$ cat config.mk
export PLATFORM = sky130hd
export DESIGN_NAME = pfd_compare_link
export DESIGN_NICKNAME = d
export VERILOG_FILES = /design/src/rtl/core/pfd_pkg.sv /design/src/rtl/core/pfd_compare_link.sv
export SDC_FILE = /design/constraint.sdc
export NUM_CORES = 1
export LEC_CHECK = 0
export ABC_CLOCK_PERIOD_IN_PS = 20400
export CELL_PAD_IN_SITES_DETAIL_PLACEMENT = 1
export CELL_PAD_IN_SITES_GLOBAL_PLACEMENT = 1
export CORE_MARGIN = 10
export CORE_UTILIZATION = 31
export CTS_CLUSTER_SIZE = 20
export DETAILED_ROUTE_END_ITERATION = 10
export DONT_BUFFER_PORTS = 1
export GPL_TIMING_DRIVEN = 1
export PLACE_DENSITY = 0.65
export SLEW_MARGIN = 10
export SYNTH_ARGS = -nofsm -noshare
export SYNTH_HDL_FRONTEND = slang
export SYNTH_SLANG_ARGS = --single-unit
$ cat constraint.sdc
create_clock -name clk -period 20.4 [get_ports clk]
set_clock_uncertainty 0.2 [all_clocks]
set_input_delay 2.04 -clock clk [delete_from_list [all_inputs] [get_ports clk]]
set_output_delay 2.04 -clock clk [all_outputs]
set_load 0.05 [all_outputs]
$ cat src/rtl/core/pfd_pkg.sv
`timescale 1ns / 1ps
package pfd_pkg;

    // quotient bits resolved by each division chain
    localparam int PSC_STEPS = 12;
    localparam int RLD_STEPS = 28;
    localparam int CMP_STEPS = 18;

    localparam logic [27:0] CLOCK_RESET = 28'd72000000;
    localparam logic [39:0] DUTY_FULL   = 40'd10000;
    localparam logic [15:0] MAX16       = 16'hFFFF;

    // one item in flight plus its long-division state
    typedef struct packed {
        logic        vld;
        logic        fz;
        logic [13:0] duty;
        logic [26:0] freq;
        logic [15:0] psc;
        logic [15:0] arr;
        logic [30:0] num;
        logic [39:0] rem;
        logic [39:0] den;
        logic [27:0] quot;
    } pfd_tok_t;

endpackage

$ cat src/rtl/core/pfd_compare_link.sv
`timescale 1ns / 1ps
module pfd_compare_link
    import pfd_pkg::*;
(
    input  logic     clk,
    input  logic     rst_n,
    input  logic     en,
    input  pfd_tok_t d,
    output pfd_tok_t q
);

    pfd_tok_t    arr_reg;
    pfd_tok_t    arr_next;
    pfd_tok_t    tok_reg;
    pfd_tok_t    tok_next;
    logic [16:0] arr_p1;
    logic [30:0] prod;

    // reload from quotient, no underflow, clamp to 16 bits
    always_comb
    begin
        arr_next = d;
        if (d.quot == 28'd0)
            arr_next.arr = '0;
        else if (d.quot > 28'd65536)
            arr_next.arr = MAX16;
        else
            arr_next.arr = 16'(d.quot - 28'd1);
    end

    // duty * (reload + 1), set up division by full scale
    always_comb
    begin
        arr_p1   = {1'b0, arr_reg.arr} + 17'd1;
        prod     = 31'(31'(arr_reg.duty) * 31'(arr_p1));
        tok_next = arr_reg;
        tok_next.rem  = 40'(prod[30:18]);
        tok_next.num  = {prod[17:0], 13'd0};
        tok_next.den  = DUTY_FULL;
        tok_next.quot = '0;
    end

    always_ff @(posedge clk or negedge rst_n)
    begin
        if (!rst_n)
        begin
            arr_reg <= '0;
            tok_reg <= '0;
        end
        else if (en)
        begin
            arr_reg <= arr_next;
            tok_reg <= tok_next;
        end
    end

    assign q = tok_reg;

endmodule
* Yosys cells after proc, flatten, opt, wreduce, memory -nomap -nowiden
Index checks and enable logic that the tools add are counted.
** Cells by class
- Multiplexer cells :: 2
- $lt $le $gt $ge :: 1
- Multiply operators :: 1
- Reductions and logical operators :: 1
- $add $sub $neg :: 2
** Operators with widths (count)
- two-way mux 16 bit :: 2
- multiplier 14 x 17 -> 31 bit :: 1
- greater-than comparator 28 x 17 -> 1 bit (second input constant) :: 1
- logical NOT 28 bit :: 1
- adder 16 x 1 -> 17 bit (second input constant) :: 1
- subtractor 16 x 1 -> 16 bit (second input constant) :: 1
** Word-level totals
- Output and inout bits :: 214
- Register bits :: 182
- Word-level logic and storage cells :: 22
- Input port bits :: 217

* Longest topological paths before layout
- Depth in word-level cells :: 3
- Depth in mapped cells :: 26

* Worst setup path after synthesis
OpenSTA, ideal clock, no wires.
- Kind :: reg-to-reg
- Start :: register arr_reg[141] (netlist name)
- End :: register tok_reg (netlist bit q[74])
- Required time :: 20075 ps
- Arrival :: 6656 ps
- Cell stages (with the launch flop) :: 25
- Buffers on the path :: 1
- Slack :: 13419 ps
- Clock period less this slack :: 6981 ps
- Path through :: dfrtp_1 > and4_1 > nand2_1 > or3_1 > nor2_1 > xor2_1 > clkbuf_1 > nand2_1 > fa_1 > fa_1 > inv_1 > fa_1 > inv_1 > fa_1 > inv_1 > fa_1 > fa_1 > ha_1 > and4_1 > and2_1 > and3_1 > a211oi_1 > o21ai_0 > xor2_1 > mux2_2
** Between the ends
- Longest elaborated chain between the ends :: 2
** RTL lines
- start, declared :: RTL line pfd_compare_link.sv:12 : pfd_tok_t arr_reg;
- start signal, assigned :: RTL line pfd_compare_link.sv:52 : arr_reg <= arr_next;
- adder 16 x 1 -> 17 bit :: RTL line pfd_compare_link.sv:34 : arr_p1 = {1'b0, arr_reg.arr} + 17'd1;
- multiplier 14 x 17 -> 31 bit :: RTL line pfd_compare_link.sv:35 : prod = 31'(31'(arr_reg.duty) * 31'(arr_p1));
- end signal, assigned :: RTL line pfd_compare_link.sv:53 : tok_reg <= tok_next;
- end, declared :: RTL line pfd_compare_link.sv:14 : pfd_tok_t tok_reg;
Every way passes these cells.
A chain may end at the register's enable or synchronous reset.

* Worst setup path in the final report
- Start :: register arr_reg[140] (netlist name)
- End :: register tok_reg (netlist bit q[74])
Same word-level chain as after synthesis.

==> impl_metrics.toml <==
[status]
status = "finished clean"

[grt]
grt_overflow_total = 0
grt_use_total_pct = 13.9
grt_pass1_vias = 11670
grt_pass1_wl_mm = 66.2
grt_antenna_before_repair = 5
grt_max_degree = 183

[routing]
drtPass1Iterations = 4
wl_per_cell_um = 19.2
vias = 10280
avgViaCountPerCell = 4.72
wl_mm = 42.0
drtIter0Drc = 395
ant_nets = 0
drc = 0

[logic_synthesis]
ys_ff_latch = 182
yosys_warnings = 0
synth_area_leader_cell = "dfrtp_1"
synth_cells = 1535
synth_xor_area_share_pct = 2.89
synth-main-ff-cell = "dfrtp_1"
synthSimpleGateAreaFrac_pct = 11.8
muxShareOfSynthArea_pct = 11.0
synth_area_sq_um = 16100
synth-seq-area-share_pct = 28.3
synth_fa_ha_area_share_pct = 29.7
synth_cell_types = 63
synth_edf_count = 0
synth_compound_area_share_pct = 5.00
async_flop_share_pct = 100
synth_top_family_by_area = "adder cells"
ys_top_cells_by_area = "dfrtp_1 28%, fa_1 22%, mux2_2 11%"
syn_area_per_cell_sq_um = 10.5
synth_top_area_share_pct = 28.3

[clock_network]
cts_buffer_depth = 2
hold_buffers = 0
cts_tree = "yes"
cts_max_level = 4
clk_pin_slew_worst_paths_ns = 0.08
clockRootBuffer = "clkbuf_16"
cts_resized = 0
cts_sinks = 182
numCtsBuffers = 17
insertion_delay_ns = 0.47
cts_setup_buffers = 0

[worst_setup_path]
setup.worst_path.start_class = "flip-flop"
worstPathMaxFanout = 14
cp-end-kind = "flip-flop"
crit_required_ns = 20.56
critPathKind = "flip-flop to flip-flop"
cp_data_arrival_time_ns = 8.21
r2r_slack_ns = 12.35

[cells_and_area]
largest_register_ffs = 107
nets = 1978
drive_above_1_share_pct = 14.6
fillCellCount = 5814
regArea_sq_um = 4560
multi_input_area_sq_um = 10100
area_delta_synth_final_pct = 5.63

[flow_run]
max-cap-violations = 0

[placed_design]
io_buffers = 0
hpwl_mm = 31.9
place.gp.congestion = 0.821

[timing]
slew_headroom_pct = 29.7
hold_viol = 0
fin_crit_sh_pct = 39.5
period_minus_slack_ns = 8.05
drv_slew = 0
max_freq_mhz = 124
setup_viol = 0
grt_setup_unrepaired = "false"
worstMarginPinSlew_ns = 1.05
setup_tns_ns = 0

[floorplan]
fp.dieW_um = 248
die_area_sq_um = 61400
die_h_um = 248
row_count = 83
ios = 431
initial_utilization_pct = 31.3
coreArea_sq_um = 51300

[worst_hold_path]
hold_path_class = "flip-flop to flip-flop"
## through the flow
stage | hold slack, ns | instance area [sq um] | setup slack (ns) | util [%] | std cells
finish | 0.278 | 17000 | 12.35 | 33.1 | 2180
global placement | 0.262 | 16400 | 12.44 | 31.9 | 2147
global route | 0.294 | 17000 | 11.93 | 33.1 | 2179
CTS | 0.282 | 17000 | 12.29 | 33.1 | 2179
detailed placement | 0.262 | 16400 | 12.31 | 31.9 | 2147
floorplan | 0.275 | 16500 | 13.42 | - | 1637
## cell usage after synthesis (2+ instances only)
cell       number
o311ai_0        3
inv_1         193
o21ai_0        18
nor3_1          8
a221oi_1        2
a211oi_1        4
or3_1           2
o2111ai_1       4
xor2_1         18
mux2_2        156
ha_1           98
buf_1           6
fa_1          177
buf_4         107
o211ai_1        4
dfrtp_1       182
a21boi_0        2
and3_1          6
nor2_1         39
nor2b_1        12
nor4_1          3
clkbuf_1       66
a21o_1         10
o21a_1          6
a21oi_1        30
xnor2_1        35
nand2b_1        5
o2bb2ai_1      14
o311a_1         2
a31oi_1         3
nand3b_1        2
a31o_2          2
and4_1          5
nand3_1         8
nand4_1        10
o22ai_1         2
and2_1        107
nand2_1       159
## cell usage in the layout, fill, tap and decap left out, types with 17 or more instances in the layout
master and instances:
mux2_2 156, fa_1 177, dfrtp_1 181, and2_1 107
ha_1 98, xor2_1 18, nand2_1 159, xnor2_1 27
a21oi_1 30, o21ai_0 18, nor2_1 39, clkbuf_16 17
conb_1 103, inv_1 193
## cell families after synthesis
group / Yosys count
AO/OA/AOI/OAI: 116
buffers and inverters: 374
multiplexers: 157
other: 1
adder cells (fa/ha/maj): 275
flip-flops: 182
XOR/XNOR: 53
AND/OR/NAND/NOR: 377
## area by class of cell
cell class                      instances  area share, %
Timing Repair Buffer                   11          0.486
Sequential cell                       182           26.8
Clock buffer                           18           2.59
Antenna cell                            1         0.0147
Multi-Input combinational cell       1081           59.7
Clock inverter                         14           1.08
Tap cell                              680           5.01
Inverter                              193           4.27
## per-layer routing
layer,up-vias,share of wire (%),track usage [%]
met5,-,0.088,0
met2,202,52,24.2
met1,5421,39,16.1
met3,47,6.9,4.42
li1,4606,-,-
met4,4,1.5,3.77
## worst max-delay path, stage by stage (launching register included)
cell      delay [ns]
dfrtp_1         0.47
ha_1            0.28
nand2_1         0.12
or3_1           0.45
xnor2_2         0.76
nand2_1         0.20
fa_1            0.57
inv_1           0.06
fa_1            0.50
inv_1           0.06
fa_1            0.42
inv_1           0.08
fa_1            0.44
fa_1            0.57
fa_1            0.50
ha_1            0.41
and4_1          0.30
and2_1          0.18
and3_1          0.17
a211oi_1        0.52
o21ai_0         0.21
xor2_1          0.19
mux2_2          0.27
## path summary, 6_finish.rpt
kind,start,to,cells past startpoint
max in group asynchronous,rst_n,q[32],0
max reg2reg,arr_reg[140],q[74],22
min,q[32],q[32],1
max,arr_reg[140],q[74],22
min in group asynchronous,rst_n,q[128],0
min reg2reg,q[32],q[32],1
Power is left out: the tool's default activity adds up to more than one toggle a clock period on the data nets, which glitch-free logic cannot reach.
