$ cat config.mk
export PLATFORM = sky130hd
export DESIGN_NAME = pfd_div_cell
export DESIGN_NICKNAME = d
export VERILOG_FILES = /design/src/rtl/core/pfd_pkg.sv /design/src/rtl/core/pfd_div_cell.sv
export SDC_FILE = /design/constraint.sdc
export NUM_CORES = 1
export LEC_CHECK = 0
export BUFFER_PORTS_ARGS = -buffer_cell sky130_fd_sc_hd__buf_4
export CAP_MARGIN = 20
export CORE_ASPECT_RATIO = 1.5
export CORE_UTILIZATION = 33
export CTS_CLUSTER_DIAMETER = 30
export CTS_CLUSTER_SIZE = 28
export DETAILED_ROUTE_END_ITERATION = 8
export PLACE_DENSITY = 0.69
export SLEW_MARGIN = 20
export SYNTH_ARGS = -nofsm -noshare
export SYNTH_HDL_FRONTEND = slang
export SYNTH_SLANG_ARGS = --single-unit
$ cat constraint.sdc
create_clock -name clk -period 2.35 [get_ports clk]
set_input_delay 0.235 -clock clk [delete_from_list [all_inputs] [get_ports clk]]
set_output_delay 0.235 -clock clk [all_outputs]
set_load 0.01 [all_outputs]
$ cat src/rtl/core/pfd_pkg.sv
`timescale 1ns / 1ps
package pfd_pkg;

    // quotient bits resolved by each division chain
    localparam int PSC_STEPS = 12;
    localparam int RLD_STEPS = 28;
    localparam int CMP_STEPS = 18;

    localparam logic [27:0] CLOCK_RESET = 28'd72000000;
    localparam logic [39:0] DUTY_FULL   = 40'd10000;
    localparam logic [15:0] MAX16       = 16'hFFFF;

    // one item in flight plus its long-division state
    typedef struct packed {
        logic        vld;
        logic        fz;
        logic [13:0] duty;
        logic [26:0] freq;
        logic [15:0] psc;
        logic [15:0] arr;
        logic [30:0] num;
        logic [39:0] rem;
        logic [39:0] den;
        logic [27:0] quot;
    } pfd_tok_t;

endpackage

$ cat src/rtl/core/pfd_div_cell.sv
`timescale 1ns / 1ps
module pfd_div_cell
    import pfd_pkg::*;
(
    input  logic     clk,
    input  logic     rst_n,
    input  logic     en,
    input  pfd_tok_t d,
    output pfd_tok_t q
);

    pfd_tok_t   tok_reg;
    pfd_tok_t   tok_next;
    logic [40:0] rem2;
    logic        ge;

    // one restoring division step
    always_comb
    begin
        rem2     = {d.rem, d.num[30]};
        ge       = rem2 >= {1'b0, d.den};
        tok_next = d;
        tok_next.rem  = ge ? 40'(rem2 - {1'b0, d.den}) : rem2[39:0];
        tok_next.quot = {d.quot[26:0], ge};
        tok_next.num  = {d.num[29:0], 1'b0};
    end

    always_ff @(posedge clk or negedge rst_n)
    begin
        if (!rst_n)
            tok_reg <= '0;
        else if (en)
            tok_reg <= tok_next;
    end

    assign q = tok_reg;

endmodule

=== Word-level counts from Yosys, hierarchy flattened ===
Index checks and enable logic that the tools add are counted.

* Add/subtract/negate cells: 1
* Order comparisons: 1
* Mux-type cells: 1

{| class="wikitable"
|+ Operators by type and width
! kind !! count
|-
| >= comparator 41 x 40 -> 1 bit || 1
|-
| 2-to-1 mux 40 bit || 1
|-
| subtractor 40 bit || 1
|}

* Bits in registers: 213
* Input bits: 217
* Output and inout port bits: 214
* Logic and storage cells: 13

=== Depth between registers and ports, before layout ===
Gate-level depths: netlist of the first run.

* Depth after elaboration: 2
* Gate-level depth with buffers: 15
* Gate-level depth less buffers: 13

=== Least setup slack after synthesis of the first run ===
OpenSTA, ideal clock, no wires.

* Path type: input-to-reg
* Start point: in d[50] in the netlist's numbering
* End point: reg tok_reg (netlist bit q[81])
* Setup time: 0.125 ns
* Data arrival time: 2.882 ns
* Required time: 2.225 ns
* Slack: -0.657 ns
* Cell stages on the path: 13
* Buffers on the path: 2
* Cells stage by stage: inv_1 ha_1 buf_4 and3_4 and2_1 a221o_1 or3b_1 o221ai_2 o21bai_2 a21boi_2 buf_6 mux2_1 mux2_2

* Word-level cells in the longest chain between the ends: 2

{| class="wikitable"
|+ RTL lines
! what !! line !! RTL
|-
| from (decl) || pfd_div_cell.sv:8 || <nowiki>input pfd_tok_t d,</nowiki>
|-
| >= comparator 41 x 40 -> 1 bit || pfd_div_cell.sv:21 || <nowiki>ge = rem2 >= {1'b0, d.den};</nowiki>
|-
| 2-to-1 mux 40 bit || pfd_div_cell.sv:23 || <nowiki>tok_next.rem = ge ? 40'(rem2 - {1'b0, d.den}) : rem2[39:0];</nowiki>
|-
| to (signal assigned) || pfd_div_cell.sv:33 || <nowiki>tok_reg <= tok_next;</nowiki>
|-
| to (decl) || pfd_div_cell.sv:12 || <nowiki>pfd_tok_t tok_reg;</nowiki>
|}

Every way passes these cells.
A chain may end at the register's enable or synchronous reset.

=== Worst setup path in the final report of the first run ===
* Start point: in d[46] in the netlist's numbering
* End point: reg tok_reg (netlist bit q[81])

The elaborated chain is that of the path after synthesis.

==> metrics.txt, run 1 <==
Adder-Cell Fraction of Synth Area between 4 and 5%; worst endpoint required time roughly 2.8 ns; post-synthesis mux area share a little over a fifth; first-pass GRT wire length about 64 mm; R2R setup slack between 1 and 1.5 ns; 1st-iter DRT viols approximately 340; slew at the pin closest to its max-slew limit approximately 0.6 ns; post-route ant nets 0; status finished with violations; sequential area share after synthesis between 40% and 50%; Max-Cap Viols 0; clock-pin transition on the worst setup and hold timing paths 0.05 ns; failing checks negative setup slack; dpl hpwl approximately 28 mm; cells after synthesis slightly above 900; dominant synthesized flop cell dfrtp_1; DIE AREA 33100 um2; Synth cell types 57; WP buf/inv 3; GP Congestion 0.919; non-filler cells in the finished layout ~2100; Final WS setup -0.0895 ns; initial core utilization 33.6%; Final min period between 2 and 2.5 ns; CP Capture Type flop; largest family of logic cells by synthesized area multiplexers; Sum Neg Setup Slack -0.427 ns; class of the most critical setup path input pin to flop; R2R depth 3; Synth async-reset ratio 100%; commonest non-fill, non-tap cell in the layout buf_4; r2r endpoint q[80]; Worst Path Max Fanout 5; Remaining Overflow, GRT 0; Root Buffer clkbuf_16; number of antenna violations at the first check in global routing 1; cell mode on critical path mux2_4; Crit path largest cell delay approximately 0.37 ns; Max-slew headroom between 50% and 60%; Hold Fails Final Rpt 0; routed wire length 42.3 mm; mapped cell area between 10000 and 15000 um2; TritonCTS buffer count 43; worst r2r src q[80]; Inst Count DP 1854; family with the most delay on the worst path compound AO/OA/AOI/OAI gates; #FFs+latches synth roughly 210; crit share post-route 104%; post-synthesis simple-gate area fraction about 6.5%; Total Nets Final 1953; Power Density between 700 and 800 nW/um2; Fillers ~2500; Skew-Pair Late Insertion Delay 0.53 ns; LEAKAGE around 0.0091 uW; number of global-route vias before repair 11899; H-tree levels 2; CORE AREA 31800 um2; router iterations before antenna repair 5; share of layout cells above drive strength 1 between 50% and 60%; CTS max path bufs 3; syn nets 1174; highest-count cells in the layout ignoring fill and taps buf_4 (579), dfrtp_1 (213), dlygate4sd3_1 (185); Fmax just over 400 MHz; Worst Hold End q[79]; largest net degree at the start of global routing 64; vias about 11000; worst vdd ir ~710 uV; post-synthesis compound-gate area fraction 9.97%; Max Transition Viols Final 0; port buffer count around 430; TritonCTS clock tree built; worst clock skew 0 ns; number of remaining DRC errors 0; number of cell rows 80; die width around 150 um; number of synthesis warnings 0; Critical Path Source Type input pin; GR Util All Layers 25.3%; Avg Cell Area, Syn about 12 um2; Die Y 222 um; RSZ-0062 raised after global routing yes; Post-synth EDFFs 0; drt wl/cell a little under 20 um; crit path DAT roughly 2.9 ns; CP cell instances buf_4, inv_2, ha_4, a21oi_2, o21ai_2, a221o_1, or3b_1, o221ai_2, o21bai_2, a21boi_4, buf_12, mux2_4, mux2_4; Hold Path Origin d[78]; worst hold path stage count 3; worst hold path class input pin to flop; vias per cell 4.94; clock sinks around 210; Top Ports between 400 and 500; CP max stage cell or3b_1; Largest register FFs ~210; final setup fails 19; post-synthesis xor/xnor area fraction about 3%; Synth-to-Final Area Change 81.5%
## synth_stat cells (all sizes together), types with 23 or more instances
library cell / number / area share, %
xnor2: 23 / 1.9
ha: 40 / 4.7
nor2: 55 / 1.9
dfrtp: 213 / 50
clkbuf: 35 / 1.2
mux2: 175 / 18
a21oi: 78 / 3.7
inv: 52 / 1.8
o21ai: 26 / 1.2
nand2: 35 / 1.2
mux2i: 32 / 3.0
## metal layers
metal,GRT usage [%],part of all wire (%),vias up
met1,24.2,33,5139
li1,-,-,4811
met5,0,0,-
met4,16.8,6.4,0
met2,47.3,55,463
met3,5.83,6.2,167
## logic make-up after synthesis
group	count (synthesis)
XOR/XNOR	36
multiplexers	207
adder cells (fa/ha/maj)	41
buffers and inverters	101
AO/OA/AOI/OAI	170
flip-flops	213
AND/OR/NAND/NOR	147
other	1
## power breakdown
group,switching [uW],internal (uW)
clock network,2250,4200
logic,1600,2000
registers,287,4110
total,4130,10300
## layout make-up
cell class / instances / area, um2 / share of cell area [%]
Timing Repair Buffer: 783 / 6520 / 33.6
Sequential cell: 213 / 5330 / 27.5
Multi-Input combinational cell: 602 / 5320 / 27.4
Clock buffer: 49 / 1140 / 5.88
Tap cell: 410 / 513 / 2.64
Clock inverter: 30 / 374 / 1.93
Inverter: 52 / 205 / 1.06
Antenna cell: 1 / 2.50 / 0.0129
## through the flow
stage / power [uW] / utilization, % / instance area (um2) / hold slack [ns] / setup slack (ns)
floorplan: 5780 / - / 10800 / -0.0606 / -0.524
global placement: 7440 / 48.5 / 15400 / 0.251 / -0.765
detailed placement: 7500 / 48.5 / 15400 / 0.253 / -0.828
CTS: 14300 / 59.9 / 19100 / 0.00267 / -0.0440
global route: 15000 / 60.9 / 19400 / 0.0195 / -0.169
finish: 14400 / 60.9 / 19400 / 0.0182 / -0.0895
## worst register-to-register path, stage by stage, from the launching register on
cell and delay [ns]:
dfrtp_1 0.39, nor2b_1 0.14, a31oi_1 0.13, o21ai_0 0.09
## how the worst max path moves through the flow
| stage | slack, ns | cells past startpoint | from | to |
|---|---|---|---|---|
| global route | -0.17 | 13 | d[46] | q[81] |
| global placement | -0.76 | 13 | d[28] | q[100] |
| floorplan | -0.52 | 12 | d[91] | q[81] |
| CTS | -0.04 | 12 | d[51] | q[81] |
| detailed placement | -0.83 | 15 | d[138] | q[102] |
| finish | -0.09 | 13 | d[46] | q[81] |
## what timing repair did
item	CTS	global route
pin swaps	19	24
resized for setup	35	50
setup endpoints to repair	40	40
cloned	0	1
setup buffers	13	8
hold endpoints to repair	241	0
hold buffers	185	0
Power figures use the tool's default switching activity.
==> run 2, diff against run 1 <==
Settings changed: CELL_PAD_IN_SITES_DETAIL_PLACEMENT set to 1, CELL_PAD_IN_SITES_GLOBAL_PLACEMENT set to 1, PLACE_DENSITY 0.69 to 0.84.
==> metrics.txt, run 2 (synthesized netlist as in run 1, its figures left out) <==
status finished with violations (unchanged); failing checks negative setup slack (unchanged); 1st-iter DRT viols 439 (was 342); clock sinks 213 (unchanged); CORE AREA 31800 um2 (unchanged); Largest register FFs 213 (unchanged); CP Capture Type flop (unchanged); Synth-to-Final Area Change 84.1% (was 81.5%); die width 149 um (unchanged); crit share post-route 108% (was 104%); Critical Path Source Type input pin (unchanged); clock-pin transition on the worst setup and hold timing paths 0.05 ns (about the same); Top Ports 431 (unchanged); slew at the pin closest to its max-slew limit 0.614 ns (was 0.618 ns); port buffer count 428 (unchanged); GP Congestion 0.913 (was 0.919); crit path DAT 3.01 ns (was 2.85 ns); commonest non-fill, non-tap cell in the layout buf_4 (unchanged); highest-count cells in the layout ignoring fill and taps buf_4 (559), dfrtp_1 (213), dlygate4sd3_1 (183) (was buf_4 (579), dfrtp_1 (213), dlygate4sd3_1 (185)); number of cell rows 80 (unchanged); Crit path largest cell delay 0.37 ns (about the same); Sum Neg Setup Slack -2.53 ns (was -0.427 ns); Post-DP Area 15500 um2 (was 15400 um2); H-tree levels 2 (unchanged); Max Transition Viols Final 0 (unchanged); worst hold path class input pin to flop (unchanged); worst endpoint required time 2.82 ns (was 2.76 ns); share of layout cells above drive strength 1 55.0% (was 53.3%); final setup fails 37 (was 19); Final WS setup -0.193 ns (was -0.0895 ns); GR Util All Layers 33.8% (was 25.3%); TritonCTS buffer count 44 (was 43); CP startpoint d[138] (was d[46]); first-pass GRT wire length 83.2 mm (was 64.5 mm); Root Buffer clkbuf_16 (unchanged); Die Y 222 um (unchanged); routed wire length 57.3 mm (was 42.3 mm); DIE AREA 33100 um2 (unchanged); number of global-route vias before repair 13481 (was 11899); vias 11413 (was 10580); worst vdd ir 614 uV (was 712 uV); Hold Path Origin d[102] (was d[78]); Max-slew headroom 59.1% (was 58.5%); router iterations before antenna repair 5 (unchanged); drt wl/cell 26.8 um (was 19.8 um); number of antenna violations at the first check in global routing 3 (was 1); Hold Fails Final Rpt 0 (unchanged); LEAKAGE 0.00914 uW (was 0.00913 uW); Remaining Overflow, GRT 0 (unchanged); dpl hpwl 31.9 mm (was 28.1 mm); number of remaining DRC errors 0 (unchanged); largest net degree at the start of global routing 67 (was 64); worst clock skew 0 ns (unchanged); worst r2r src q[39] (was q[80]); Skew-Pair Late Insertion Delay 0.54 ns (was 0.53 ns); Power Density 755 nW/um2 (was 745 nW/um2); post-route ant nets 0 (unchanged); Fmax 393 MHz (was 410 MHz); Final min period 2.54 ns (was 2.44 ns); vias per cell 5.34 (was 4.94); Total Nets Final 1948 (was 1953); RSZ-0062 raised after global routing yes (unchanged); CP cell instances buf_8, inv_6, ha_4, fa_2, nor2b_4, o31ai_4, a21oi_2, a2111oi_4, o21a_1, buf_4, o31a_1, o31ai_2, xor2_1, mux2i_1, a21oi_1 (was buf_4, inv_2, ha_4, a21oi_2, o21ai_2, a221o_1, or3b_1, o221ai_2, o21bai_2, a21boi_4, buf_12, mux2_4, mux2_4); Min Hold Slack 0.0105 ns (was 0.0182 ns); class of the most critical setup path input pin to flop (unchanged); CTS max path bufs 3 (unchanged); Max-Cap Viols 0 (unchanged); Worst Path Max Fanout 3 (was 5); CP max stage cell fa_2 (was or3b_1); Final Power 14900 uW (was 14400 uW); TritonCTS clock tree built (unchanged); initial core utilization 33.6% (unchanged); post-route cell area 19700 um2 (was 19400 um2)
==> run 2: final cells by class <==
class	instances	area, um2
Inverter	52	228
Clock buffer	52	1170
Clock inverter	29	317
Multi-Input combinational cell	602	5540
Tap cell	410	513
Fill cell	3252	12200
Timing Repair Buffer	777	6570
Antenna cell	3	7.51
Sequential cell	213	5330
==> run 2: timing repair <==
item | in CTS | in global routing
gates resized for setup | 80 | 82
setup buffers | 13 | 5
endpoints found under the setup margin | 40 | 41
endpoints found under the hold margin | 244 | 0
pin swaps | 36 | 36
hold buffers | 183 | 0
cloned | 2 | 0
==> run 2: per-layer routing <==
layer	global-route usage (%)	part of all wire (%)	wire length, um
met4	21.3	6.8	3920
met5	0	0	0
met2	64.5	55	31600
met3	7.21	5.8	3330
met1	31.9	32	18500
==> run 2: where the power goes <==
part           total (uW)  internal, uW  switching [uW]
clock                6410          4040            2370
combinational        3970          2090            1890
sequential           4480          4110             366
total               14900         10200            4620
==> run 2: worst max-delay path: cells and delay by family <==
family                   cells  cell delay (ns)
XOR/XNOR                     1             0.23
AND/OR/NAND/NOR              1             0.16
multiplexers                 1             0.15
AO/OA/AOI/OAI                7             1.44
adder cells (fa/ha/maj)      2             0.53
buffers and inverters        3             0.25
==> run 2: path summary, 6_finish.rpt <==
kind                                to  slack (ns)  cells after the start
max in group asynchronous        q[30]        1.38                      3
worst min register to register  q[200]        0.51                      1
worst min-delay path            q[103]        0.01                      3
min in group asynchronous        q[52]        0.23                      2
worst max register to register   q[39]        1.45                      1
worst max-delay path            q[100]       -0.19                     15
==> run 2: per-stage QoR <==
stage	util, %	std cells	setup slack [ns]
global route	61.8	2138	-0.393
floorplan	-	916	-0.524
finish	61.8	2138	-0.193
detailed placement	48.6	1854	-0.834
CTS	60.7	2133	-0.0464
global placement	48.6	1854	-0.792
