**src/rtl/core/pfd_pkg.sv**
```systemverilog
`timescale 1ns / 1ps
package pfd_pkg;

    // quotient bits resolved by each division chain
    localparam int PSC_STEPS = 12;
    localparam int RLD_STEPS = 28;
    localparam int CMP_STEPS = 18;

    localparam logic [27:0] CLOCK_RESET = 28'd72000000;
    localparam logic [39:0] DUTY_FULL   = 40'd10000;
    localparam logic [15:0] MAX16       = 16'hFFFF;

    // one item in flight plus its long-division state
    typedef struct packed {
        logic        vld;
        logic        fz;
        logic [13:0] duty;
        logic [26:0] freq;
        logic [15:0] psc;
        logic [15:0] arr;
        logic [30:0] num;
        logic [39:0] rem;
        logic [39:0] den;
        logic [27:0] quot;
    } pfd_tok_t;

endpackage

```
**src/rtl/core/pfd_reload_link.sv**
```systemverilog
`timescale 1ns / 1ps
module pfd_reload_link
    import pfd_pkg::*;
(
    input  logic        clk,
    input  logic        rst_n,
    input  logic        en,
    input  logic [27:0] clock_hz,
    input  pfd_tok_t    d,
    output pfd_tok_t    q
);

    pfd_tok_t    tok_reg;
    pfd_tok_t    tok_next;
    logic [11:0] psc;
    logic [12:0] psc_p1;

    // clamp prescaler, set up clock / (freq * (psc + 1))
    always_comb
    begin
        psc      = (d.quot[11:0] == 12'd0) ? 12'd1 : d.quot[11:0];
        psc_p1   = {1'b0, psc} + 13'd1;
        tok_next = d;
        tok_next.psc  = {4'd0, psc};
        tok_next.den  = 40'(40'(d.freq) * 40'(psc_p1));
        tok_next.num  = {clock_hz, 3'b000};
        tok_next.rem  = '0;
        tok_next.quot = '0;
    end

    always_ff @(posedge clk or negedge rst_n)
    begin
        if (!rst_n)
            tok_reg <= '0;
        else if (en)
            tok_reg <= tok_next;
    end

    assign q = tok_reg;

endmodule

```
**config.mk**
```make
export PLATFORM = sky130hd
export DESIGN_NAME = pfd_reload_link
export DESIGN_NICKNAME = d
export VERILOG_FILES = /design/src/rtl/core/pfd_pkg.sv /design/src/rtl/core/pfd_reload_link.sv
export SDC_FILE = /design/constraint.sdc
export NUM_CORES = 1
export LEC_CHECK = 0
export ABC_CLOCK_PERIOD_IN_PS = 1060
export BUFFER_PORTS_ARGS = -buffer_cell sky130_fd_sc_hd__buf_2
export CAP_MARGIN = 20
export CORE_UTILIZATION = 35
export DETAILED_ROUTE_END_ITERATION = 10
export PLACE_DENSITY = 0.66
export SKIP_CTS_REPAIR_TIMING = 1
export SLEW_MARGIN = 20
export SYNTH_ARGS = -nofsm -noshare
export SYNTH_HDL_FRONTEND = slang
export SYNTH_SLANG_ARGS = --single-unit
```
**constraint.sdc**
```tcl
create_clock -name clk -period 1.06 [get_ports clk]
set_clock_uncertainty 0.15 [all_clocks]
set_input_delay 0.318 -clock clk [delete_from_list [all_inputs] [get_ports clk]]
set_output_delay 0.318 -clock clk [all_outputs]
set_load 0.02 [all_outputs]
```
# Word level (Yosys, flattened, before mapping)
# Cells that the tools add are included.
[word_totals] ramBits=0 mem_count=0 romBits=0 inputBits=245 register_bits=139 output_inout_bits=214 latch_bits=0
[op_classes] shift=0 addsub=1 n_reduce_logical=1 bitwise=0 n_eq_ne=0 mux=1 order_cmp=0 div_mod_pow=0 mul=1
[op_table] op="$mul 27x13->40" count=1
[op_table] op="$add 12x1->13 const B" count=1
[op_table] op="$logic_not 12->1" count=1
[op_table] op="$mux 12" count=1

# Longest topological paths before layout
# Gate-level depths: netlist of run 1.
[depth] depth_word=4 depth_mapped=29

# Worst setup path before layout of run 1
# Ideal clock, no wire load.
[synth_timing] kind="in2reg" startpoint="input d[1] in the netlist's numbering" endpoint="register tok_reg, in the netlist q[66]" path_stages=29 required_ns=0.785 t_arrival_ns=6.819 setup_slack_ns=-6.034 path_cell_list="nand2_1 nor2_1 and3_1 and3_1 and3_1 nand2_1 xnor2_1 clkbuf_1 nand2_1 fa_1 inv_1 fa_1 inv_1 fa_1 inv_1 fa_1 inv_1 fa_1 inv_1 ha_1 clkbuf_1 nand2_1 or3_1 or4_1 o32ai_2 nor4_1 a311oi_1 xor2_1 mux2_2"
[synth_between] elab_chain_cells=4
[synth_rtl] element="start, declared" line_no="pfd_reload_link.sv:9" source="input pfd_tok_t d,"
[synth_rtl] element="$logic_not 12->1" line_no="pfd_reload_link.sv:21" source="psc = (d.quot[11:0] == 12'd0) ? 12'd1 : d.quot[11:0];"
[synth_rtl] element="$mux 12 (*)" line_no="pfd_reload_link.sv:21"
[synth_rtl] element="$add 12x1->13 (*)" line_no="pfd_reload_link.sv:22" source="psc_p1 = {1'b0, psc} + 13'd1;"
[synth_rtl] element="$mul 27x13->40 (*)" line_no="pfd_reload_link.sv:25" source="tok_next.den = 40'(40'(d.freq) * 40'(psc_p1));"
[synth_rtl] element="end signal, assigned" line_no="pfd_reload_link.sv:36" source="tok_reg <= tok_next;"
[synth_rtl] element="end, declared" line_no="pfd_reload_link.sv:13" source="pfd_tok_t tok_reg;"
# Mark *: on every way between the ends. The rest lies on a longest branch, timed or not.
# A chain may end at the register's enable or synchronous reset.

# Worst setup path in the final report of run 1
[layout_timing] startpoint="input d[0] in the netlist's numbering" endpoint="register tok_reg, in the netlist q[66]"
# Same word-level chain as after synthesis.

==> summary.md, run 1 <==
| Metric | Value |
|---|---|
| Final worst path period need | `6.405 ns` |
| RePlAce Congestion | `0.9035` |
| Initial Util | `0.3542` |
| Total Die Area | `49200 µm²` |
| Synth area leader | `fa_1` |
| Vias in the first global route | `14000` |
| Run status | `complete, but fails checks` |
| IO buf count | `240` |
| Delay of the slowest cell on the worst path | `0.53 ns` |
| CP most frequent cell | `fa_1` |
| Avg Cell Area, Syn | `9.702 µm²` |
| Required @ worst endpoint | `1.27 ns` |
| Placed instance area | `21180 µm²` |
| CTS Buf Count | `17` |
| First-pass GRT wire length | `71.59 mm` |
| Row Count | `80` |
| CP startpoint kind | `primary input` |
| Slew Viols, Final | `0` |
| Pwr Density | `3721 nW/µm²` |
| Top cells by area, synth | `fa_1 33%, dfrtp_1 21%, mux2_2 8.2%` |
| Top cell type's share of synthesized area | `0.3256` |
| # clock sinks | `139` |
| R2R Path End | `q[209]` |
| Total track usage | `0.1850` |
| Post-Syn Area | `16910 µm²` |
| Critical R2R Launch | `q[209]` |
| Sequential share of the synthesized area | `0.2057` |
| Drt initial violations | `719` |
| # IOs | `459` |
| WL/cell | `15.99 µm` |
| Drt drc | `0` |
| EDFF count, synth | `0` |
| DP Wirelength | `36.11 mm` |
| Synth-to-Final Area Change | `46.88%` |
| TritonCTS clock tree | `done` |
| GRT overflow | `0` |
| R2R cell count | `3` |
| Max Clk Rate | `156.1 MHz` |
| Die X | `221.8 µm` |
| Via Count | `13960` |
| Most frequent cells in the layout | `298 x inv_1, 281 x buf_4, 268 x fa_1` |
| Initial antenna violation count | `0` |
| Via-to-Cell Ratio | `4.722` |
| Mapped Cells | `1743` |
| WS Path Type | `in -> reg` |
| Nets | `2928` |
| Largest net degree at the start of global routing | `46` |
| Fin area | `24840 µm²` |
| Root Driver | `clkbuf_16` |
| Final worst slack | `-5.345 ns` |
| Reg-to-reg slack, setup | `-0.13 ns` |
| Static leakage | `12.55 nW` |
| Clock Pin Slew Worst Setup and Hold Paths | `0.07 ns` |
| RSZ-0062 raised after global routing | `yes` |
| Hold Vio Cnt, Final | `0` |
| Final count of negative-setup-slack endpoints | `190` |
| CTS H-Tree Depth | `4` |
| Cell count after placement | `2764` |
| Critical path buffers and inverters | `6` |
| Clock Latency Late Sink | `0.47 ns` |
| Crit end category | `flip-flop` |
| Crit Path Max Fanout | `4` |
| TritonRoute pass-1 iters | `5` |
| Hold path cells | `2` |
| Antenna violation net count after detailed routing | `1` |
| Ys flop type | `dfrtp_1` |
| Most common cell after layout, fill and taps aside | `inv_1` |
| Setup_tns | `-235.76 ns` |
| Worst Hold Class | `in -> reg` |
| Crit-path leading delay family | `adder cells` |
| Die H | `221.8 µm` |
| Worst Path Arrival | `6.62 ns` |
| Max-cap viol count | `0` |
| Final period utilization | `6.042` |
| Async SR Flop Fraction | `1.000` |
| Deepest clock path buffer count | `2` |
| Syn. warnings | `0` |
| Worst VDD drop | `0.004217 V` |
| Hold Path End | `q[163]` |
| Crit path max-delay cell type | `fa_1` |
| Min-Delay Startpoint | `d[8]` |
| Largest register FFs | `139` |
| Synthesis-stage register bit count | `139` |
| Finished Layout Cells | `2956` |
| Core Area | `47750 µm²` |
| WL final | `47.28 mm` |
| Synth cell types | `60` |
| Hold Worst Slack | `0.01730 ns` |
| Share of layout cells above drive strength 1 | `0.3840` |
| Failing checks | `antenna violations, negative setup slack` |
[logic make-up after synthesis]
family,share of synthesized area
AO/OA/AOI/OAI,0.04491
XOR/XNOR,0.02020
adder cells (fa/ha/maj),0.3885
buffers and inverters,0.1227
flip-flops,0.2057
multiplexers,0.08250
other,0.0002218
AND/OR/NAND/NOR,0.1353
[area by class of cell]
class / instances / area, µm²
diodes: 5 / 12.51
clock buffers: 17 / 425.4
clock inverters: 15 / 177.7
fillers: 4142 / 22910
inverters: 317 / 1190
multi-input cells: 1203 / 12940
flip-flops and latches: 139 / 3478
well taps: 615 / 769.5
repair buffers: 645 / 5841
[worst max path at each step]
| stage | from | endpoint | cells after the start |
|---|---|---|---|
| after global placement | d[3] | q[65] | 28 |
| after CTS | d[3] | q[65] | 27 |
| after floorplan | d[3] | q[66] | 29 |
| after detailed placement | d[3] | q[66] | 28 |
| final | d[0] | q[66] | 27 |
| after global routing | d[0] | q[66] | 27 |
[power by group]
| part | total (mW) | switching (mW) | leakage [nW] | internal [mW] |
|---|---|---|---|---|
| combinational | 78.5 | 38.5 | 10.6 | 39.9 |
| sequential | 7.60 | 0.882 | 1.63 | 6.72 |
| clock | 6.35 | 2.99 | 0.293 | 3.36 |
| total | 92.4 | 42.4 | 12.5 | 50.0 |
[cells in the mapped netlist, types with 14 or more instances]
master / count
inv_1: 315
fa_1: 275
nand2_1: 269
dfrtp_1: 139
and2_1: 128
mux2_2: 123
ha_1: 85
buf_4: 75
clkbuf_1: 73
a21oi_1: 47
nor2_1: 26
xnor2_1: 25
o21ai_1: 14
xor2_1: 14
[through the flow]
step / power, mW / setup slack [ns] / utilization
2_1_floorplan: 49.07 / -5.522 / -
3_3_place_gp: 71.65 / -5.751 / 0.4437
3_5_place_dp: 72.74 / -5.875 / 0.4437
4_1_cts: 79.56 / -5.381 / 0.4563
5_1_grt: 99.93 / -5.527 / 0.5199
6_report: 92.42 / -5.345 / 0.5202
[per-layer routing]
metal,vias up,share of wire,global-route usage
li1,6338,-,-
met1,7182,0.38,0.2164
met2,353,0.55,0.3398
met3,86,0.037,0.02611
met4,0,0.029,0.07213
met5,-,0,0
No activity file was read; power rests on OpenSTA's default activity.
==> run 2, diff against run 1 <==
SKIP_LAST_GASP = 1   (was not set)
==> run 2 against run 1 <==
Effect of this change: non-clock buffer count stayed put; critical path type unchanged; clock power hardly changed; cell area is 0.31% lower; the run ends with negative setup slack left; die area stayed put; combinational power is 1% lower; sequential share of layout area hardly changed; cell count is 0.14% lower; total power is 0.83% lower; via count hardly changed; worst setup slack worse by 0.0066 ns; critical path depth stayed put; maximum frequency is 0.10% lower.
==> summary.md, run 2 (synthesized netlist as in run 1, its figures left out) <==
| Metric | Value |
|---|---|
| Die H | `221.8 µm (unchanged)` |
| RSZ-0062 raised after global routing | `yes` |
| Final count of negative-setup-slack endpoints | `190 (unchanged)` |
| Required @ worst endpoint | `1.27 ns (about the same)` |
| Largest net degree at the start of global routing | `46 (unchanged)` |
| Pwr Density | `3701 nW/µm² (-0.53%)` |
| Drt initial violations | `706 (-1.8%)` |
| GRT overflow | `0 (unchanged)` |
| Clock Pin Slew Worst Setup and Hold Paths | `0.07 ns (about the same)` |
| Initial antenna violation count | `0 (unchanged)` |
| Hold Vio Cnt, Final | `0 (unchanged)` |
| Largest register FFs | `139 (unchanged)` |
| Slew Viols, Final | `0 (unchanged)` |
| Fin area | `24760 µm² (-0.31%)` |
| Max Clk Rate | `156.0 MHz (-0.10%)` |
| WL/cell | `16.04 µm (+0.30%)` |
| # clock sinks | `139 (unchanged)` |
| Final worst slack | `-5.351 ns (-0.006650 ns)` |
| Layout Utilization | `0.5186 (-0.001598)` |
| Drt drc | `0 (unchanged)` |
| TritonCTS clock tree | `done` |
| Deepest clock path buffer count | `2 (unchanged)` |
| Worst Path Arrival | `6.63 ns (about the same)` |
| WS Path Type | `in -> reg` |
| Crit Path Max Fanout | `4 (unchanged)` |
| Total Die Area | `49200 µm² (unchanged)` |
| IO buf count | `240 (unchanged)` |
| Static leakage | `12.50 nW (-0.34%)` |
| Final worst path period need | `6.411 ns (+0.006650 ns)` |
| Synth-to-Final Area Change | `46.43%` |
| Most common cell after layout, fill and taps aside | `inv_1` |
| Failing checks | `negative setup slack` |
| Total track usage | `0.1850 (unchanged)` |
| Share of layout cells above drive strength 1 | `0.3823 (-0.001712)` |
| Via-to-Cell Ratio | `4.731 (+0.19%)` |
| Vias in the first global route | `14000 (unchanged)` |
| Antenna violation net count after detailed routing | `0 (-1)` |
| Worst VDD drop | `0.004204 V (-0.33%)` |
| Final period utilization | `6.048 (+0.006274)` |
| # IOs | `459 (unchanged)` |
| Via Count | `13970 (+0.057%)` |
| TritonRoute pass-1 iters | `5 (unchanged)` |
| CTS Buf Count | `17 (unchanged)` |
| Crit end category | `flip-flop` |
| Core Area | `47750 µm² (unchanged)` |
| Most frequent cells in the layout | `298 x inv_1, 285 x buf_4, 269 x fa_1` |
| Nets | `2928 (unchanged)` |
| First-pass GRT wire length | `71.59 mm (unchanged)` |
| Filler instances | `4141 (-0.024%)` |
| Die X | `221.8 µm (unchanged)` |
| Multi-input logic area | `12900 µm² (-0.33%)` |
| Placed instance area | `21180 µm² (unchanged)` |
| DP Wirelength | `36.11 mm (unchanged)` |
| RePlAce Congestion | `0.9035 (unchanged)` |
| WL final | `47.36 mm (+0.16%)` |
| Register area | `3478 µm² (unchanged)` |
| Clock Latency Late Sink | `0.47 ns (about the same)` |
| Worst Hold Class | `in -> reg` |
| CTS H-Tree Depth | `4 (unchanged)` |
| Initial Util | `0.3542 (unchanged)` |
| Setup_tns | `-235.87 ns (-0.1090 ns)` |
| Root Driver | `clkbuf_16` |
| Row Count | `80 (unchanged)` |
| Run status | `complete, but fails checks` |
| Max-cap viol count | `0 (unchanged)` |
| CP startpoint kind | `primary input` |
-- run 2: critical path, cell delays in order --
cell,delay [ns]
buf_8,0.08
nand2_4,0.05
nor2_4,0.10
and3_4,0.19
and3_4,0.19
and3_4,0.26
and3_4,0.21
buf_6,0.12
buf_12,0.10
buf_4,0.10
and2_1,0.13
fa_1,0.44
fa_1,0.53
fa_1,0.43
fa_1,0.49
inv_1,0.05
fa_1,0.47
inv_1,0.04
ha_1,0.30
nand4_2,0.12
or3_4,0.41
or4_4,0.44
o32ai_4,0.31
nor4_2,0.09
a311oi_2,0.30
xor2_1,0.11
mux2_4,0.27
-- run 2: worst paths after layout --
| check | endpoint | depth (start not counted) | startpoint | slack [ns] |
|---|---|---|---|---|
| worst max-delay path | q[66] | 27 | d[0] | -5.35 |
| worst min-delay path | q[163] | 2 | d[8] | 0.02 |
| worst max register to register | q[209] | 3 | q[209] | -0.13 |
| worst min register to register | q[49] | 2 | q[49] | 0.37 |
| max in group asynchronous | q[203] | 3 | rst_n | 0.19 |
| min in group asynchronous | q[176] | 2 | rst_n | 0.06 |
-- run 2: where the power goes --
part / total [mW] / switching, mW / leakage [nW] / internal [mW]
logic: 77.7 / 38.3 / 10.6 / 39.4
registers: 7.60 / 0.877 / 1.63 / 6.72
clock network: 6.32 / 2.97 / 0.293 / 3.36
total: 91.6 / 42.2 / 12.5 / 49.5
-- run 2: layout make-up --
| class | instances | area share |
|---|---|---|
| multi-input combinational | 1203 | 0.5210 |
| timing repair buffer | 645 | 0.2349 |
| sequential | 139 | 0.1405 |
| inverter | 317 | 0.04805 |
| tap | 615 | 0.03108 |
| clock buffer | 17 | 0.01718 |
| clock inverter | 15 | 0.007175 |
| antenna | 1 | 0.0001011 |
-- run 2: routing by layer --
layer	share of wire	track usage
met1	0.38	0.2164
met2	0.55	0.3398
met3	0.039	0.02611
met4	0.030	0.07213
met5	0	0
-- run 2: metrics by stage --
step	total power, mW	std cells	setup slack [ns]	hold slack, ns
6_report	91.65	2952	-5.351	0.01772
5_1_grt	99.27	2951	-5.527	0.01999
4_1_cts	79.56	2796	-5.381	-0.5491
3_5_place_dp	72.74	2764	-5.875	0.008325
3_3_place_gp	71.65	2764	-5.751	0.01173
2_1_floorplan	49.07	1817	-5.522	-0.1276
==> run 3, diff against run 2 <==
CORE_ASPECT_RATIO = 1.25   (was not set)
==> run 3 against run 2 <==
Effect of this change: the run still ends with negative setup slack left; worst hold slack improved by 0.053 ns; non-clock buffer count down 6; wire length grew 3.0%; die area hardly changed; core utilization rose by 0.18 points; combinational power increased by 1%; cell area is 0.30% lower; sequential power fell by 0.7%; sequential cell count unchanged; first-iteration DRC count down 25%; sequential share of layout area is essentially flat; critical path type unchanged; critical endpoint is now q[65]; largest cell class unchanged.
==> summary.md, run 3 (synthesized netlist as in run 1, its figures left out) <==
| Metric | Value |
|---|---|
| WS Path Type | `in -> reg` |
| Root Driver | `clkbuf_16` |
| DR top layer | `met4` |
| Die X | `198.6 µm (-10%)` |
| RSZ-0062 raised after global routing | `yes` |
| Setup_tns | `-231.83 ns (+4.041 ns)` |
| RePlAce Congestion | `0.8721 (-3.5%)` |
| WL/cell | `16.44 µm (+2.5%)` |
| Clock Latency Late Sink | `0.45 ns (-0.02 ns)` |
| Clk pwr share | `0.071 (+0.002)` |
| Row Count | `89 (+11%)` |
| CTS H-Tree Depth | `4 (unchanged)` |
| Cell count after placement | `2794 (+1.1%)` |
| Worst Hold Class | `in -> reg` |
| Sw frac | `0.4560 (-0.004185)` |
| Largest register FFs | `139 (unchanged)` |
| Via Count | `13960 (-0.021%)` |
| Crit Path Max Fanout | `8 (+4)` |
| Worst VDD drop | `0.005709 V (+36%)` |
| Final worst path period need | `6.469 ns (+0.05770 ns)` |
| # IOs | `459 (unchanged)` |
| Hold Vio Cnt, Final | `0 (unchanged)` |
| Initial Util | `0.3565 (+0.002298)` |
| Int Pwr | `50.42 mW (+1.9%)` |
| WL final | `48.79 mm (+3.0%)` |
| Worst Path Arrival | `6.66 ns (+0.03 ns)` |
| Failing checks | `negative setup slack` |
| Drt initial violations | `531 (-25%)` |
| Logic gate share of total power | `0.848 (about the same)` |
| Share of layout cells above drive strength 1 | `0.3824 (about the same)` |
| DP Wirelength | `37.57 mm (+4.0%)` |
| Total track usage | `0.1947 (+0.009720)` |
| Deepest clock path buffer count | `2 (unchanged)` |
| TritonCTS clock tree | `done` |
| # clock sinks | `139 (unchanged)` |
| Routed length on met3 | `1.457 mm (-20%)` |
| Required @ worst endpoint | `1.25 ns (-0.02 ns)` |
| CP startpoint kind | `primary input` |
| Core Area | `47440 µm² (-0.64%)` |
| Run status | `complete, but fails checks` |
| Delay of the slowest cell on the worst path | `0.57 ns (+0.04 ns)` |
| GRT overflow | `0 (unchanged)` |
| Final period utilization | `6.103 (+0.05443)` |
| Largest net degree at the start of global routing | `47 (+2.2%)` |
| Most frequent cells in the layout | `297 x inv_1, 287 x buf_4, 268 x fa_1` |
| Via-to-Cell Ratio | `4.705 (-0.56%)` |
| Vias in the first global route | `14540 (+3.8%)` |
| Slew Viols, Final | `0 (unchanged)` |
| Max-cap viol count | `0 (unchanged)` |
| Final worst slack | `-5.409 ns (-0.05770 ns)` |
| Synth-to-Final Area Change | `45.99%` |
| Crit end category | `flip-flop` |
| Crit path max-delay cell type | `fa_2` |
| Met2 wire length | `28.27 mm (+8.4%)` |
| Seq pwr share | `0.081 (-0.002)` |
| Antenna violation net count after detailed routing | `0 (unchanged)` |
| First-pass GRT wire length | `73.86 mm (+3.2%)` |
| Pwr Density | `3754 nW/µm² (+1.4%)` |
| Psw | `42.27 mW (+0.22%)` |
| Initial antenna violation count | `1 (+1)` |
| Clock Pin Slew Worst Setup and Hold Paths | `0.07 ns (about the same)` |
| Nets | `2922 (-0.20%)` |
| Static leakage | `12.43 nW (-0.58%)` |
| Die H | `247.8 µm (+12%)` |
| Total Die Area | `49200 µm² (about the same)` |
| CTS Buf Count | `17 (unchanged)` |
| Finished Layout Cells | `2968 (+0.54%)` |
| Met1 WL | `17.23 mm (-4.4%)` |
| TritonRoute pass-1 iters | `5 (unchanged)` |
| Drt drc | `0 (unchanged)` |
| Most common cell after layout, fill and taps aside | `inv_1` |
| Max Clk Rate | `154.6 MHz (-0.89%)` |
| IO buf count | `240 (unchanged)` |
| Final count of negative-setup-slack endpoints | `192 (+1.1%)` |
## run 3: per-stage QoR
step                      power (mW)  hold WS [ns]  utilization  instance area (µm²)  worst slack [ns]
final                          92.69       0.07059       0.5204                24690            -5.409
after global routing           100.9       0.05161       0.5204                24690            -5.589
after floorplan                49.07       -0.1276            -                18180            -5.522
after global placement         71.99       0.04565       0.4476                21230            -5.772
after detailed placement       73.12       0.04467       0.4476                21230            -5.867
after CTS                      80.23       -0.4666       0.4606                21850            -5.381
## run 3: cell type report
| cell class | instances | area, µm² |
|---|---|---|
| diodes | 1 | 2.502 |
| inverters | 317 | 1190 |
| clock buffers | 19 | 432.9 |
| multi-input cells | 1203 | 12920 |
| well taps | 637 | 797.0 |
| repair buffers | 639 | 5678 |
| flip-flops and latches | 139 | 3478 |
| fillers | 4249 | 22750 |
| clock inverters | 13 | 185.2 |
## run 3: metal layers
metal	track usage	up-vias
met5	0	-
met4	0.08054	0
met3	0.02595	110
met2	0.3771	347
met1	0.2094	7192
li1	-	6315
## run 3: critical path, delay by kind of cell
family | cells | cell delay (ns)
AO/OA/AOI/OAI | 6 | 1.09
buffers and inverters | 9 | 0.91
AND/OR/NAND/NOR | 9 | 1.55
adder cells (fa/ha/maj) | 6 | 2.77
## run 3: worst paths after layout
path	endpoint	slack, ns	from	depth (start not counted)
max in group asynchronous	q[140]	0.13	rst_n	3
min in group asynchronous	q[173]	0.13	rst_n	2
worst min register to register	q[58]	0.37	q[58]	2
worst min-delay path	q[62]	0.07	en	2
worst max-delay path	q[65]	-5.41	d[2]	30
worst max register to register	q[65]	-0.13	q[65]	2
## run 3: power by group through the flow
stage	combinational, mW	clock [mW]	sequential [mW]
floorplan	40.4	0	8.70
finish	78.6	6.58	7.55
CTS	66.1	6.83	7.31
global route	86.3	7.00	7.65
detailed placement	65.7	0	7.39
global placement	64.6	0	7.35
